===== config.mk =====
export PLATFORM = sky130hd
export DESIGN_NAME = goldbach_prime_pair_finder_unit
export DESIGN_NICKNAME = d
export VERILOG_FILES = /design/src/rtl/core/gbpf_pkg.sv /design/src/rtl/core/goldbach_prime_pair_finder_unit.sv
export SDC_FILE = /design/constraint.sdc
export NUM_CORES = 1
export LEC_CHECK = 0
export BUFFER_PORTS_ARGS = -buffer_cell sky130_fd_sc_hd__buf_2
export CAP_MARGIN = 40
export CORE_MARGIN = 2
export CORE_UTILIZATION = 57
export CTS_BUF_LIST = sky130_fd_sc_hd__clkbuf_16
export CTS_CLUSTER_SIZE = 8
export DETAILED_ROUTE_END_ITERATION = 8
export PLACE_DENSITY = 0.78
export SYNTH_ARGS = -nofsm -noshare
export SYNTH_HDL_FRONTEND = slang
export SYNTH_SLANG_ARGS = --single-unit

===== constraint.sdc =====
create_clock -name clk -period 8.51 [get_ports clk]
set_input_delay 0.4255 -clock clk [delete_from_list [all_inputs] [get_ports clk]]
set_output_delay 0.4255 -clock clk [all_outputs]
set_load 0.02 [all_outputs]

===== src/rtl/core/gbpf_pkg.sv =====
// ============================================================================
// Goldbach prime pair finder package
// Widths, field positions and the microcode program of the pair search.
// ============================================================================
package gbpf_pkg;

    localparam int VALUE_BITS  = 16;
    localparam int IN_TDATA_W  = 16;
    localparam int SMALL_W     = 15;
    localparam int LARGE_W     = 16;
    localparam int OUT_FIELD_W = 1 + 1 + SMALL_W + LARGE_W;
    localparam int OUT_TDATA_W = ((OUT_FIELD_W + 7) / 8) * 8;
    localparam int VALID_BIT   = 0;
    localparam int FOUND_BIT   = 1;
    localparam int SMALL_LSB   = 2;
    localparam int LARGE_LSB   = SMALL_LSB + SMALL_W;
    localparam int SQ_W        = 2 * VALUE_BITS;
    localparam int CNT_W       = $clog2(VALUE_BITS);
    localparam int UPC_W       = 4;

    typedef logic [UPC_W-1:0] upc_t;

    typedef enum logic [3:0] {
        OP_NONE,
        OP_LOAD,
        OP_INIT,
        OP_LOADV_P,
        OP_SQ,
        OP_DIV_START,
        OP_DIV_STEP,
        OP_INC_D,
        OP_LOADV_Q,
        OP_INC_P,
        OP_SET_FOUND,
        OP_EMIT
    } uop_t;

    typedef enum logic [3:0] {
        C_NEVER,
        C_ALWAYS,
        C_NO_IN,
        C_NOT_EVEN_GT2,
        C_P_GT_HALF,
        C_V_LT2,
        C_SQ_GT_V,
        C_DIV_BUSY,
        C_REM_ZERO,
        C_SEL_SET,
        C_OUT_BUSY
    } ucond_t;

    typedef struct packed {
        uop_t   op;
        ucond_t cond;
        upc_t   target;
    } uword_t;

    localparam upc_t UA_WAIT   = 4'd0;
    localparam upc_t UA_INIT   = 4'd1;
    localparam upc_t UA_CAND   = 4'd2;
    localparam upc_t UA_TEST   = 4'd3;
    localparam upc_t UA_SQ     = 4'd4;
    localparam upc_t UA_DIVS   = 4'd5;
    localparam upc_t UA_DIV    = 4'd6;
    localparam upc_t UA_INCD   = 4'd7;
    localparam upc_t UA_LOOPD  = 4'd8;
    localparam upc_t UA_PRIME  = 4'd9;
    localparam upc_t UA_RETEST = 4'd10;
    localparam upc_t UA_NOTP   = 4'd11;
    localparam upc_t UA_FOUND  = 4'd12;
    localparam upc_t UA_EMIT   = 4'd13;
    localparam upc_t UA_RET    = 4'd14;

    // A taken condition jumps to target; otherwise the step counter advances.
    function automatic uword_t ucode_rom(upc_t addr);
        uword_t w;
        unique case (addr)
            UA_WAIT:   w = '{OP_LOAD,      C_NO_IN,        UA_WAIT};
            UA_INIT:   w = '{OP_INIT,      C_NOT_EVEN_GT2, UA_EMIT};
            UA_CAND:   w = '{OP_LOADV_P,   C_P_GT_HALF,    UA_EMIT};
            UA_TEST:   w = '{OP_NONE,      C_V_LT2,        UA_NOTP};
            UA_SQ:     w = '{OP_SQ,        C_NEVER,        UA_WAIT};
            UA_DIVS:   w = '{OP_DIV_START, C_SQ_GT_V,      UA_PRIME};
            UA_DIV:    w = '{OP_DIV_STEP,  C_DIV_BUSY,     UA_DIV};
            UA_INCD:   w = '{OP_INC_D,     C_REM_ZERO,     UA_NOTP};
            UA_LOOPD:  w = '{OP_NONE,      C_ALWAYS,       UA_SQ};
            UA_PRIME:  w = '{OP_LOADV_Q,   C_SEL_SET,      UA_FOUND};
            UA_RETEST: w = '{OP_NONE,      C_ALWAYS,       UA_TEST};
            UA_NOTP:   w = '{OP_INC_P,     C_ALWAYS,       UA_CAND};
            UA_FOUND:  w = '{OP_SET_FOUND, C_NEVER,        UA_WAIT};
            UA_EMIT:   w = '{OP_EMIT,      C_OUT_BUSY,     UA_EMIT};
            UA_RET:    w = '{OP_NONE,      C_ALWAYS,       UA_WAIT};
            default:   w = '{OP_NONE,      C_ALWAYS,       UA_WAIT};
        endcase
        return w;
    endfunction

endpackage


===== src/rtl/core/goldbach_prime_pair_finder_unit.sv =====
// ============================================================================
// Goldbach prime pair finder unit
// Splits an even number into the pair of primes with the smallest lower
// member, using trial division driven by a microcoded sequencer.
// ============================================================================
//
//  Channel  Dir  Fields (tdata, lowest bit first)
//  s_axis   in   number[15:0]
//  m_axis   out  valid_res, found, small_prime[14:0], large_prime[15:0], pad
//
//  One item is in work at a time; s_axis_tready is high only at the wait step.
//  Each divisor trial runs through the bit-serial remainder unit, so the
//  work for an item grows with the divisors tried over all candidates and
//  their partners; odd inputs and inputs of 2 or less go straight to the emit step.
//  The result sits in an output register; a stalled m_axis holds the emit step.
//  Reset clears the step counter and the output valid flag.
module goldbach_prime_pair_finder_unit (
    input  logic                            clk,
    input  logic                            rst_n,
    input  logic                            s_axis_tvalid,
    output logic                            s_axis_tready,
    input  logic [gbpf_pkg::IN_TDATA_W-1:0] s_axis_tdata,  // number
    output logic                            m_axis_tvalid,
    input  logic                            m_axis_tready,
    // valid_res, found, small_prime, large_prime, zero pad
    output logic [gbpf_pkg::OUT_TDATA_W-1:0] m_axis_tdata
);
    import gbpf_pkg::*;

    upc_t                     pc_reg, pc_next;
    uword_t                   uw;
    logic                     cond_hit;
    logic                     out_valid_reg, out_valid_next;
    logic [OUT_TDATA_W-1:0]   out_data_reg, out_data_next;

    logic [VALUE_BITS-1:0]    n_reg, p_reg, v_reg, d_reg, dq_reg, rem_reg;
    logic [VALUE_BITS-1:0]    n_next, p_next, v_next, d_next, dq_next, rem_next;
    logic [SQ_W-1:0]          sq_reg, sq_next;
    logic [CNT_W-1:0]         cnt_reg, cnt_next;
    logic                     sel_reg, sel_next;
    logic                     valid_reg, valid_next;
    logic                     found_reg, found_next;

    logic [VALUE_BITS:0]      trial;
    logic [VALUE_BITS:0]      trial_diff;
    logic [VALUE_BITS-1:0]    partner;
    logic                     even_gt2;
    logic                     in_xfer;
    logic                     out_busy;

    assign uw            = ucode_rom(pc_reg);
    assign s_axis_tready = (pc_reg == UA_WAIT);
    assign in_xfer       = s_axis_tvalid & s_axis_tready;
    assign m_axis_tvalid = out_valid_reg;
    assign m_axis_tdata  = out_data_reg;
    assign out_busy      = out_valid_reg & ~m_axis_tready;

    assign partner    = n_reg - p_reg;
    assign even_gt2   = ~n_reg[0] && (n_reg > VALUE_BITS'(2));
    assign trial      = {rem_reg, dq_reg[VALUE_BITS-1]};
    assign trial_diff = trial - {1'b0, d_reg};

    always_comb
    begin
        unique case (uw.cond)
            C_NEVER:        cond_hit = 1'b0;
            C_ALWAYS:       cond_hit = 1'b1;
            C_NO_IN:        cond_hit = ~s_axis_tvalid;
            C_NOT_EVEN_GT2: cond_hit = ~even_gt2;
            C_P_GT_HALF:    cond_hit = p_reg > (n_reg >> 1);
            C_V_LT2:        cond_hit = v_reg < VALUE_BITS'(2);
            C_SQ_GT_V:      cond_hit = sq_reg > SQ_W'(v_reg);
            C_DIV_BUSY:     cond_hit = cnt_reg != CNT_W'(VALUE_BITS - 1);
            C_REM_ZERO:     cond_hit = (rem_reg == '0);
            C_SEL_SET:      cond_hit = sel_reg;
            C_OUT_BUSY:     cond_hit = out_busy;
            default:        cond_hit = 1'b0;
        endcase
        pc_next = cond_hit ? uw.target : pc_reg + upc_t'(1);
    end

    always_comb
    begin
        n_next         = n_reg;
        p_next         = p_reg;
        v_next         = v_reg;
        d_next         = d_reg;
        dq_next        = dq_reg;
        rem_next       = rem_reg;
        sq_next        = sq_reg;
        cnt_next       = cnt_reg;
        sel_next       = sel_reg;
        valid_next     = valid_reg;
        found_next     = found_reg;
        out_data_next  = out_data_reg;
        out_valid_next = out_valid_reg & ~m_axis_tready;
        unique case (uw.op)
            OP_NONE:
            begin
            end
            OP_LOAD:
            begin
                if (in_xfer)
                begin
                    n_next = VALUE_BITS'(s_axis_tdata);
                end
            end
            OP_INIT:
            begin
                p_next     = VALUE_BITS'(1);
                valid_next = even_gt2;
                found_next = 1'b0;
            end
            OP_LOADV_P:
            begin
                v_next   = p_reg;
                d_next   = VALUE_BITS'(2);
                sel_next = 1'b0;
            end
            OP_SQ:
            begin
                sq_next = SQ_W'(d_reg) * SQ_W'(d_reg);
            end
            OP_DIV_START:
            begin
                rem_next = '0;
                dq_next  = v_reg;
                cnt_next = '0;
            end
            OP_DIV_STEP:
            begin
                if (!trial_diff[VALUE_BITS])
                begin
                    rem_next = trial_diff[VALUE_BITS-1:0];
                end
                else
                begin
                    rem_next = trial[VALUE_BITS-1:0];
                end
                dq_next  = dq_reg << 1;
                cnt_next = cnt_reg + CNT_W'(1);
            end
            OP_INC_D:
            begin
                d_next = d_reg + VALUE_BITS'(1);
            end
            OP_LOADV_Q:
            begin
                v_next   = partner;
                d_next   = VALUE_BITS'(2);
                sel_next = 1'b1;
            end
            OP_INC_P:
            begin
                p_next = p_reg + VALUE_BITS'(1);
            end
            OP_SET_FOUND:
            begin
                found_next = 1'b1;
            end
            OP_EMIT:
            begin
                if (!out_busy)
                begin
                    out_valid_next = 1'b1;
                    out_data_next  = '0;
                    out_data_next[VALID_BIT] = valid_reg;
                    out_data_next[FOUND_BIT] = found_reg;
                    if (found_reg)
                    begin
                        out_data_next[SMALL_LSB +: SMALL_W] = SMALL_W'(p_reg);
                        out_data_next[LARGE_LSB +: LARGE_W] = LARGE_W'(partner);
                    end
                end
            end
            default:
            begin
            end
        endcase
    end

    always_ff @(posedge clk or negedge rst_n)
    begin
        if (!rst_n)
        begin
            pc_reg        <= UA_WAIT;
            out_valid_reg <= 1'b0;
        end
        else
        begin
            pc_reg        <= pc_next;
            out_valid_reg <= out_valid_next;
        end
    end

    always_ff @(posedge clk)
    begin
        n_reg        <= n_next;
        p_reg        <= p_next;
        v_reg        <= v_next;
        d_reg        <= d_next;
        dq_reg       <= dq_next;
        rem_reg      <= rem_next;
        sq_reg       <= sq_next;
        cnt_reg      <= cnt_next;
        sel_reg      <= sel_next;
        valid_reg    <= valid_next;
        found_reg    <= found_next;
        out_data_reg <= out_data_next;
    end

endmodule


== Word level (Yosys, flattened, before mapping) ==
Memory sizes are Yosys's and may differ from the RTL's.
Cells that the tools add are included.
Operators by class
  shifts and indexed selects: 0
  reduce and logical (&&, ||, !) cells: 11
  muxes and demuxes: 12
  eq/ne operators: 22
  magnitude comparators: 4
  bitwise gates (word level): 7
  div/mod/pow operators: 0
  multiply operators: 1
  $add $sub $neg: 6
Operators with widths (count)
  case mux 16 bit (2 select lines): 5
  adder 16 x 1 -> 16 bit, second input constant: 2
  == test 4 x 3 -> 1 bit, second input constant: 8
  > comparator 32 x 16 -> 1 bit: 1
  multiplier 16 x 16 -> 32 bit: 1
  == test 4 bit, second input constant: 7
  subtractor 17 x 16 -> 17 bit: 1
  == test 4 x 2 -> 1 bit, second input constant: 4
  > comparator 16 x 15 -> 1 bit: 1
  > comparator 16 x 2 -> 1 bit, second input constant: 1
  zero test 16 bit: 1
  < comparator 16 x 2 -> 1 bit, second input constant: 1
  2-to-1 mux 16 bit: 1
  subtractor 16 bit: 1
  case mux 1 bit (10 select lines): 1
  nonzero test 2 bit: 5
  adder 4 x 1 -> 4 bit, second input constant: 2
  == test 4 x 1 -> 1 bit, second input constant: 2
  case mux 4 bit (2 select lines): 1
  NOT 1 bit: 5
  zero test 4 bit: 1
  2-to-1 mux 4 bit: 1
  inequality test 4 bit, second input constant: 1
  case mux 1 bit (2 select lines): 2
  5 further kinds: 7
Storage, ports and cells
  word-level logic and storage cells: 79
  output and inout bits: 42
  bits in read-only memories: 192
  bits in latches: 0
  bits in writable memories: 0
  register bits after elaboration: 173
  bits of input ports: 20
  memories kept: 1
Memories
  (name not given): depth 16, bits a word 12, read ports 1, clocked after Yosys merged registers in 0, write ports 0, RTL line gbpf_pkg.sv:77  | unique case (addr)

== Depth between registers and ports, before layout ==
Gate-level depths: netlist of the first run.
  depth after elaboration: 5
  depth in mapped cells: 25
  mapped depth without buffers: 24

== Worst setup path after synthesis of the first run ==
No wires, ideal clock.
  path kind: register -> register
  start: reg d_reg[3]
  end: reg sq_reg[31], data pin
  library setup time: 0.260 ns
  path slack: 2.165 ns
  buffers on the path: 1
  data required time: 8.250 ns
  cell stages (with the launch flop): 24
  data arrival time: 6.086 ns
  clock period less this slack: 6.345 ns
  cells stage by stage: edfxtp_1 -> clkbuf_1 -> clkinv_1 -> nor2_1 -> inv_1 -> fa_1 -> fa_1 -> inv_1 -> ha_1 -> fa_1 -> fa_1 -> inv_1 -> fa_1 -> inv_1 -> ha_1 -> a21oi_1 -> nor2b_1 -> o21a_1 -> a211o_1 -> a311oi_1 -> o21ai_1 -> a31o_2 -> a21oi_1 -> xnor2_1
On the way
  cells in the longest elaborated chain, start to end: 1
RTL lines
  start: declaration: RTL line goldbach_prime_pair_finder_unit.sv:36  | logic [VALUE_BITS-1:0] n_reg, p_reg, v_reg, d_reg, dq_reg, rem_reg;
  start signal: assignment: RTL line goldbach_prime_pair_finder_unit.sv:201  | d_reg <= d_next;
  multiplier 16 x 16 -> 32 bit: RTL line goldbach_prime_pair_finder_unit.sv:122  | sq_next = SQ_W'(d_reg) * SQ_W'(d_reg);
  end signal: assignment: RTL line goldbach_prime_pair_finder_unit.sv:204  | sq_reg <= sq_next;
  end: declaration: RTL line goldbach_prime_pair_finder_unit.sv:38  | logic [SQ_W-1:0] sq_reg, sq_next;
No other way between the ends.
A chain may end at the register's enable or synchronous reset.

== Worst setup path in the final report of the first run ==
  start: reg d_reg[11]
  end: reg sq_reg[30], data pin
Same word-level chain as after synthesis.

==> reports/metrics.cfg, run 1 <==
[synthesis]
syn_area_um2 = 16530
yosysTopAreaCellShare_pct = 30.33
synth_cell_types = 64
synthTopCellsByCount = inv_1, nor2_1, ha_1
ys_ff_latch = 172
synth.most_common_cell = inv_1
synthTopCellsByArea = edfxtp_1, fa_1, ha_1, inv_1, nor2_1
synth_top_area_cell = edfxtp_1
synth_edf_count = 167
ys.flop_type = edfxtp_1
ys_seq_area_share_pct = 31.09
synthCells = 1679
syn_area_per_cell_um2 = 9.848
ys_warn_count = 0
synthArstFlopShare_pct = 2.907

[floorplan]
die_x_um = 174.3
rows = 62
core_um2 = 28630
die_h_um = 174.3
die_area_um2 = 30390
start_util_pct = 57.76
ios = 62

[global_route]
grt_pass1_wl_um = 61620
grt_pass1_vias = 12100
grt_overflow = 0
grt.total_usage_pct = 25.77
antenna_found_initial = 0
grt_max_degree = 31

[route]
vias = 11920
drtIter0Drc = 1057
route.detailed.drc = 0
antenna_left = 0
drt-pass1-iter-count = 7
avgViaCountPerCell = 5.619
drt_wl_total_um = 37270
routedWlPerCell_um = 17.56

[min_path]
hp-class = input pin to register

[worst_setup_path]
end_kind = register
crit_slowest_cell = edfxtp_1
required_ns = 8.69
path_cells = clkinv_1 > nor2_1 > fa_1 > inv_1 > fa_1 > inv_1 > fa_1 > fa_1 > fa_1 > inv_1 > fa_1 > inv_1 > ha_1 > a211oi_1 > o21a_1 > o31ai_1 > nor2b_1 > a211oi_1 > nor2_1 > a211o_1 > a21oi_1 > xnor2_1
crit_top_cell = fa_1
cp-start-kind = register
path_class = register to register
cp_data_arrival_time_ns = 7.33
slowest_delay_ns = 0.65
crit_fanout = 11

[cts]
h-tree-depth = 4
cts_buffers = 17
cts_root_buf = clkbuf_16
insertion_delay_ns = 0.45
cts.sinks = 172
cts_setup_buffers = 0
cts_tree = yes
path_clk_slew_ns = 0.07
clock_tree.buffer_depth = 2

[placed_design]
hpwl_um = 30280
dp.cells = 2089
preCtsSetupSlack_ns = 1.411
gp_congestion = 0.9494
io_buffer_count = 54

[finish]
area_growth_pct = 8.013
layout.nets = 2083
largest_reg_flops = 33
drive_gt1_share_pct = 7.192
nFillCells = 2285
fin_cells = 2122
n_antenna_cell = 0

[timing]
layout_setup_ws_ns = 1.354
hold_violations = 0
tightest_slew_ns = 0.7605
finalSetupViolCount = 0
finalCritPeriodShare_pct = 84.09
timing.slew.headroom_pct = 48.64
final.min_clock_period_ns = 7.156
skew_ns = 0.02334
slew_violations = 0
final.setup.tns_ns = 0
clock.fmax_mhz = 139.7
rsz0062_at_grt = false

[outcome]
status = finished clean

[run]
maxCapViolations = 0

through the flow:
step                      utilization (%)  hold WS (ns)  area (µm²)
after floorplan                         -        0.1299       16560
after global placement              60.05        0.2554       17190
after detailed placement            60.30        0.2539       17260
after CTS                           62.39        0.1456       17860
after global routing                62.39        0.1469       17860
final                               62.39        0.1678       17860
per-layer routing:
layer / vias up / global-route usage [%] / share of wire, %
met5: - / 0 / 0
met4: 0 / 9.279 / 3.0
met3: 87 / 4.221 / 6.3
met2: 479 / 42.01 / 48
met1: 5761 / 35.03 / 43
li1: 5597 / - / -
path summary, 6_finish.rpt:
kind                                         startpoint                         to  slack [ns]  cells past startpoint
worst max-delay path            d_reg[11]$_SDFFCE_PP0P_       sq_reg[30]$_DFFE_PN_        1.35                     22
worst min register to register      valid_reg$_DFFE_PP_  m_axis_tdata[0]$_DFFE_PP_        0.50                      0
min in group asynchronous                         rst_n    m_axis_tvalid$_DFF_PN0_        0.36                      2
worst max register to register  d_reg[11]$_SDFFCE_PP0P_       sq_reg[30]$_DFFE_PN_        1.35                     22
max in group asynchronous                         rst_n        pc_reg[2]$_DFF_PN0_        8.00                      2
worst min-delay path                    s_axis_tdata[2]         n_reg[2]$_DFFE_PP_        0.17                      1
critical path: cells and delay by family, from the launching register on:
kind,cells,cell delay [ns]
adders and majority gates,7,3.30
AOI/OAI and AO/OA,6,1.36
buffers and inverters,5,0.80
and+or+nand+nor,3,0.70
DFF,1,0.65
xor gates and xnor gates,1,0.08
timing repair:
item / CTS / global route
hold endpoints to repair: 5 / 0
setup endpoints to repair: 0 / 0
resized for setup: 0 / 0
hold buffers: 1 / 0
kinds of logic after synthesis:
kind of cell / share of synthesized area (%)
buf+inv: 8.657
fa+ha+maj: 33.11
simple gates: 12.40
xor+xnor: 4.586
other cells: 0.02268
mux: 1.362
compound gates: 8.770
flops: 31.09
placed cells by master, fill, tap and decap left out, types with 4 or more instances in the layout:
cell,netlist,final
inv_1,313,314
nor2_1,182,180
ha_1,172,172
edfxtp_1,167,167
fa_1,166,166
nand2_1,144,144
xnor2_1,67,67
o21ai_0,63,62
a21oi_1,54,54
buf_2,1,54
nand3_1,26,26
nor3_1,25,23
a21o_1,21,21
nor4_1,19,19
mux2i_1,18,18
xor2_1,17,17
clkbuf_16,0,17
o21a_1,16,16
nand4_1,12,12
clkinv_1,11,11
nor2b_1,12,11
or3_1,10,10
buf_4,8,10
o211ai_1,9,9
a31oi_1,8,8
nand2b_1,8,8
conb_1,1,7
a31o_2,6,6
a211oi_1,6,6
o21bai_1,6,6
or2_2,6,6
and3_1,5,5
o31a_1,5,5
and2_1,5,5
dfrtp_1,5,5
mux2_2,4,4
o21ai_1,3,4
final cells by class:
type / instances / area (µm²) / share of cell area, %
Clock buffer: 17 / 425.4 / 2.382
Clock inverter: 15 / 163.9 / 0.9178
Inverter: 324 / 1216 / 6.810
Multi-Input combinational cell: 1142 / 10010 / 56.04
Sequential cell: 172 / 5140 / 28.78
Tap cell: 384 / 480.5 / 2.690
Timing Repair Buffer: 68 / 425.4 / 2.382
Power of run 1 is left out: the tool's default activity adds up to more than one toggle a clock period on the data nets, which glitch-free logic cannot reach.
==> inputs of run 2 (changes only) <==
clock period = 6.9 ns   (was 8.51 ns; I/O delays follow)
==> reports/metrics.cfg, run 2 (synthesized netlist as in run 1, its figures left out) <==
[worst_setup_path]
path_class = register to register
slowest_delay_ns = 0.54
end_kind = register
required_ns = 7.10
crit_slowest_cell = fa_1
path_cells = buf_4 > nand2_1 > inv_1 > fa_1 > inv_1 > fa_1 > inv_1 > fa_1 > fa_1 > fa_1 > inv_1 > fa_1 > inv_1 > ha_1 > or2_2 > a21oi_1 > o31ai_1 > nor2b_1 > a211oi_1 > nor2_1 > a211o_1 > a21oi_1 > xnor2_1
crit_top_cell = fa_1
cp-start-kind = register
crit_fanout = 7
crit_family = adder cells
cp_data_arrival_time_ns = 6.81
cp_num_buf_inv = 6

[timing]
final.setup.tns_ns = 0
finalCritPeriodShare_pct = 95.81
slew_violations = 0
rsz0062_at_grt = false
hold_violations = 0
tightest_slew_ns = 0.9114
clock.fmax_mhz = 151.3
final.min_clock_period_ns = 6.611
timing.slew.headroom_pct = 39.18
skew_ns = 0.01290
holdWs_ns = 0.07846
finalSetupViolCount = 0

[min_path]
hp-class = input pin to register

[finish]
n_antenna_cell = 0
area_growth_pct = 9.497
largest_reg_flops = 33
final_cell_mix = inv_1, nor2_1, ha_1
drive_gt1_share_pct = 9.127
nFillCells = 2257
layout.nets = 2120
final_common_cell = inv_1

[cts]
insertion_delay_ns = 0.44
clock_tree.buffer_depth = 2
cts_tree = yes
h-tree-depth = 4
cts.sinks = 172
cts_buffers = 17
path_clk_slew_ns = 0.08
cts_root_buf = clkbuf_16

[global_route]
grt_pass1_vias = 12760
grt_pass1_wl_um = 64070
grt_overflow = 0
grt_max_degree = 32
grt.total_usage_pct = 27.08
antenna_found_initial = 0

[route]
antenna_left = 0
drtIter0Drc = 1122
route.detailed.drc = 0
vias = 12400
routedWlPerCell_um = 18.17
avgViaCountPerCell = 5.744
drt_wl_total_um = 39240
drt-pass1-iter-count = 5

[floorplan]
die_area_um2 = 30390
ios = 62
die_x_um = 174.3
start_util_pct = 57.76
die_h_um = 174.3
core_um2 = 28630
rows = 62

[placed_design]
hpwl_um = 31310
io_buffer_count = 54
gp_congestion = 0.9417

[outcome]
status = finished clean

[run]
maxCapViolations = 0

## run 2: timing repair
item,in CTS,in global routing
hold buffers,1,0
endpoints found under the setup margin,0,2
hold endpoints to repair,5,0
resized for setup,0,2
buffers inserted,0,11
## run 2: metrics by stage
step	utilization [%]	std cells	area, µm²	setup slack, ns
after floorplan	-	1685	16560	0.5546
after global placement	60.71	2111	17380	0.3165
after detailed placement	60.96	2115	17450	0.1515
after CTS	62.89	2148	18000	0.1284
after global routing	63.25	2159	18100	0.03169
final	63.25	2159	18100	0.2893
## run 2: final timing paths
kind / slack (ns) / endpoint / cells past startpoint / start
setup / recovery: 0.29 / sq_reg[30]$_DFFE_PN_ / 23 / d_reg[8]$_SDFFCE_PP0P_
hold reg to reg: 0.50 / m_axis_tdata[0]$_DFFE_PP_ / 0 / valid_reg$_DFFE_PP_
max in group asynchronous: 6.47 / pc_reg[1]$_DFFE_PN0P_ / 2 / rst_n
min in group asynchronous: 0.28 / pc_reg[0]$_DFF_PN0_ / 2 / rst_n
hold / removal: 0.08 / n_reg[11]$_DFFE_PP_ / 1 / s_axis_tdata[11]
setup reg to reg: 0.29 / sq_reg[30]$_DFFE_PN_ / 23 / d_reg[8]$_SDFFCE_PP0P_
## run 2: routing by layer
layer  share of wire, %  up-vias  wire (µm)  track usage (%)
met4                4.3        0       1684            13.34
met5                  0        -          0                0
met1                 39     6085      15500            34.41
li1                   -     5679          -                -
met3                7.6      114       2976            4.790
met2                 49      524      19080            44.92
## run 2: layout make-up
cell class              count  area, µm²  area share, %
well taps                 384      480.5          2.654
flip-flops and latches    172       5140          28.39
clock buffers              17      425.4          2.350
clock inverters            15      115.1         0.6358
repair buffers            105      710.7          3.925
inverters                 324       1216          6.717
multi-input cells        1142      10020          55.33
Power of run 2 is left out for the same reason.
==> inputs of run 3 (changes only) <==
CTS_BUF_LIST = not set   (was sky130_fd_sc_hd__clkbuf_16)
==> reports/metrics.cfg, run 3 (synthesized netlist as in run 1, its figures left out) <==
[cts]
cts_buffers = 17
clock_tree.buffer_depth = 2
h-tree-depth = 4
insertion_delay_ns = 0.44
cts_tree = yes
path_clk_slew_ns = 0.08
cts_root_buf = clkbuf_16
cts.sinks = 172

[route]
antenna_left = 0
route.detailed.drc = 0
avgViaCountPerCell = 5.739
routedWlPerCell_um = 18.22
drt_wl_total_um = 39350
vias = 12390
drt-pass1-iter-count = 6
drtIter0Drc = 1180

[global_route]
grt_pass1_wl_um = 64290
grt_pass1_vias = 12800
grt.total_usage_pct = 27.16
grt_overflow = 0
busiest_layer = met2
use_met3_pct = 4.899
met2_usage_pct = 45.04
use_met1_pct = 34.62
grt_max_degree = 32
antenna_found_initial = 0

[worst_setup_path]
cp_data_arrival_time_ns = 6.81
end_kind = register
crit_fanout = 7
crit_start = d_reg[8]$_SDFFCE_PP0P_
cp-start-kind = register
path_class = register to register
timing.rr.start = d_reg[8]$_SDFFCE_PP0P_
ff2ff_path_depth = 23
required_ns = 7.10

[outcome]
status = finished clean

[run]
maxCapViolations = 0

[finish]
layout.nets = 2120
seq_area_um2 = 5140
multi_input_area_um2 = 10020
nFillCells = 2255
area_growth_pct = 9.618
largest_reg_flops = 33
n_antenna_cell = 0
final_common_cell = inv_1
drive_gt1_share_pct = 9.239
final_cell_mix = inv_1, nor2_1, ha_1

[timing]
rsz0062_at_grt = false
final.setup.tns_ns = 0
finalSetupViolCount = 0
hold_violations = 0
slew_violations = 0
timing.slew.headroom_pct = 38.61
skew_ns = 0.01518
tightest_slew_ns = 0.9198
final.min_clock_period_ns = 6.606
finalCritPeriodShare_pct = 95.74
clock.fmax_mhz = 151.4

[floorplan]
die_h_um = 174.3
ios = 62
rows = 62
die_area_um2 = 30390
core_um2 = 28630
die_x_um = 174.3
start_util_pct = 57.76

[placed_design]
io_buffer_count = 54
gp_congestion = 0.9417
hpwl_um = 31310

[min_path]
min_delay_path_depth = 1
hold_start = s_axis_tdata[11]
hp-class = input pin to register

==> run 3: cell type report <==
| cell class | count | area share [%] |
|---|---|---|
| clock buffer | 20 | 2.520 |
| clock inverter | 12 | 0.5730 |
| inverter | 324 | 6.710 |
| multi-input combinational | 1142 | 55.27 |
| sequential | 172 | 28.36 |
| tap | 384 | 2.651 |
| timing repair buffer | 105 | 3.921 |
==> run 3: per-layer routing <==
metal	wire length (µm)	share of wire, %
met5	0	0
met1	15570	40
met3	2993	7.6
met2	19030	48
met4	1746	4.4
==> run 3: final timing paths <==
path                                             end  slack [ns]
max in group asynchronous      pc_reg[1]$_DFFE_PN0P_        6.43
hold / removal                   n_reg[11]$_DFFE_PP_        0.08
setup / recovery                sq_reg[30]$_DFFE_PN_        0.29
setup reg to reg                sq_reg[30]$_DFFE_PN_        0.29
min in group asynchronous        pc_reg[0]$_DFF_PN0_        0.31
hold reg to reg            m_axis_tdata[0]$_DFFE_PP_        0.50
==> run 3: per-stage QoR <==
step                      area [µm²]  util, %  std cells  hold WS (ns)  setup WS (ns)
after detailed placement       17450    60.96       2115        0.1839         0.1515
after floorplan                16560        -       1685       0.04941         0.5546
final                          18120    63.32       2159       0.07892         0.2939
after global placement         17380    60.71       2111        0.1802         0.3165
after global routing           18120    63.32       2159       0.06406        0.03153
after CTS                      18020    62.96       2148       0.06211         0.1284
==> run 3: what timing repair did <==
action | CTS | global route
endpoints found under the hold margin | 5 | 0
buffers inserted | 0 | 11
hold buffers | 1 | 0
gates resized for setup | 0 | 2
endpoints found under the setup margin | 0 | 2
==> run 3: worst max-delay path: stages, from the launching register on <==
cell,delay [ns]
edfxtp_1,0.49
buf_4,0.24
nand2_1,0.12
inv_1,0.07
fa_1,0.48
inv_1,0.06
fa_1,0.52
inv_1,0.05
fa_1,0.47
fa_1,0.52
fa_1,0.54
inv_1,0.05
fa_1,0.53
inv_1,0.06
ha_1,0.38
or2_2,0.36
a21oi_1,0.17
o31ai_1,0.10
nor2b_1,0.14
a211oi_1,0.34
nor2_1,0.13
a211o_1,0.28
a21oi_1,0.19
xnor2_1,0.08
Power of run 3 is left out for the same reason.
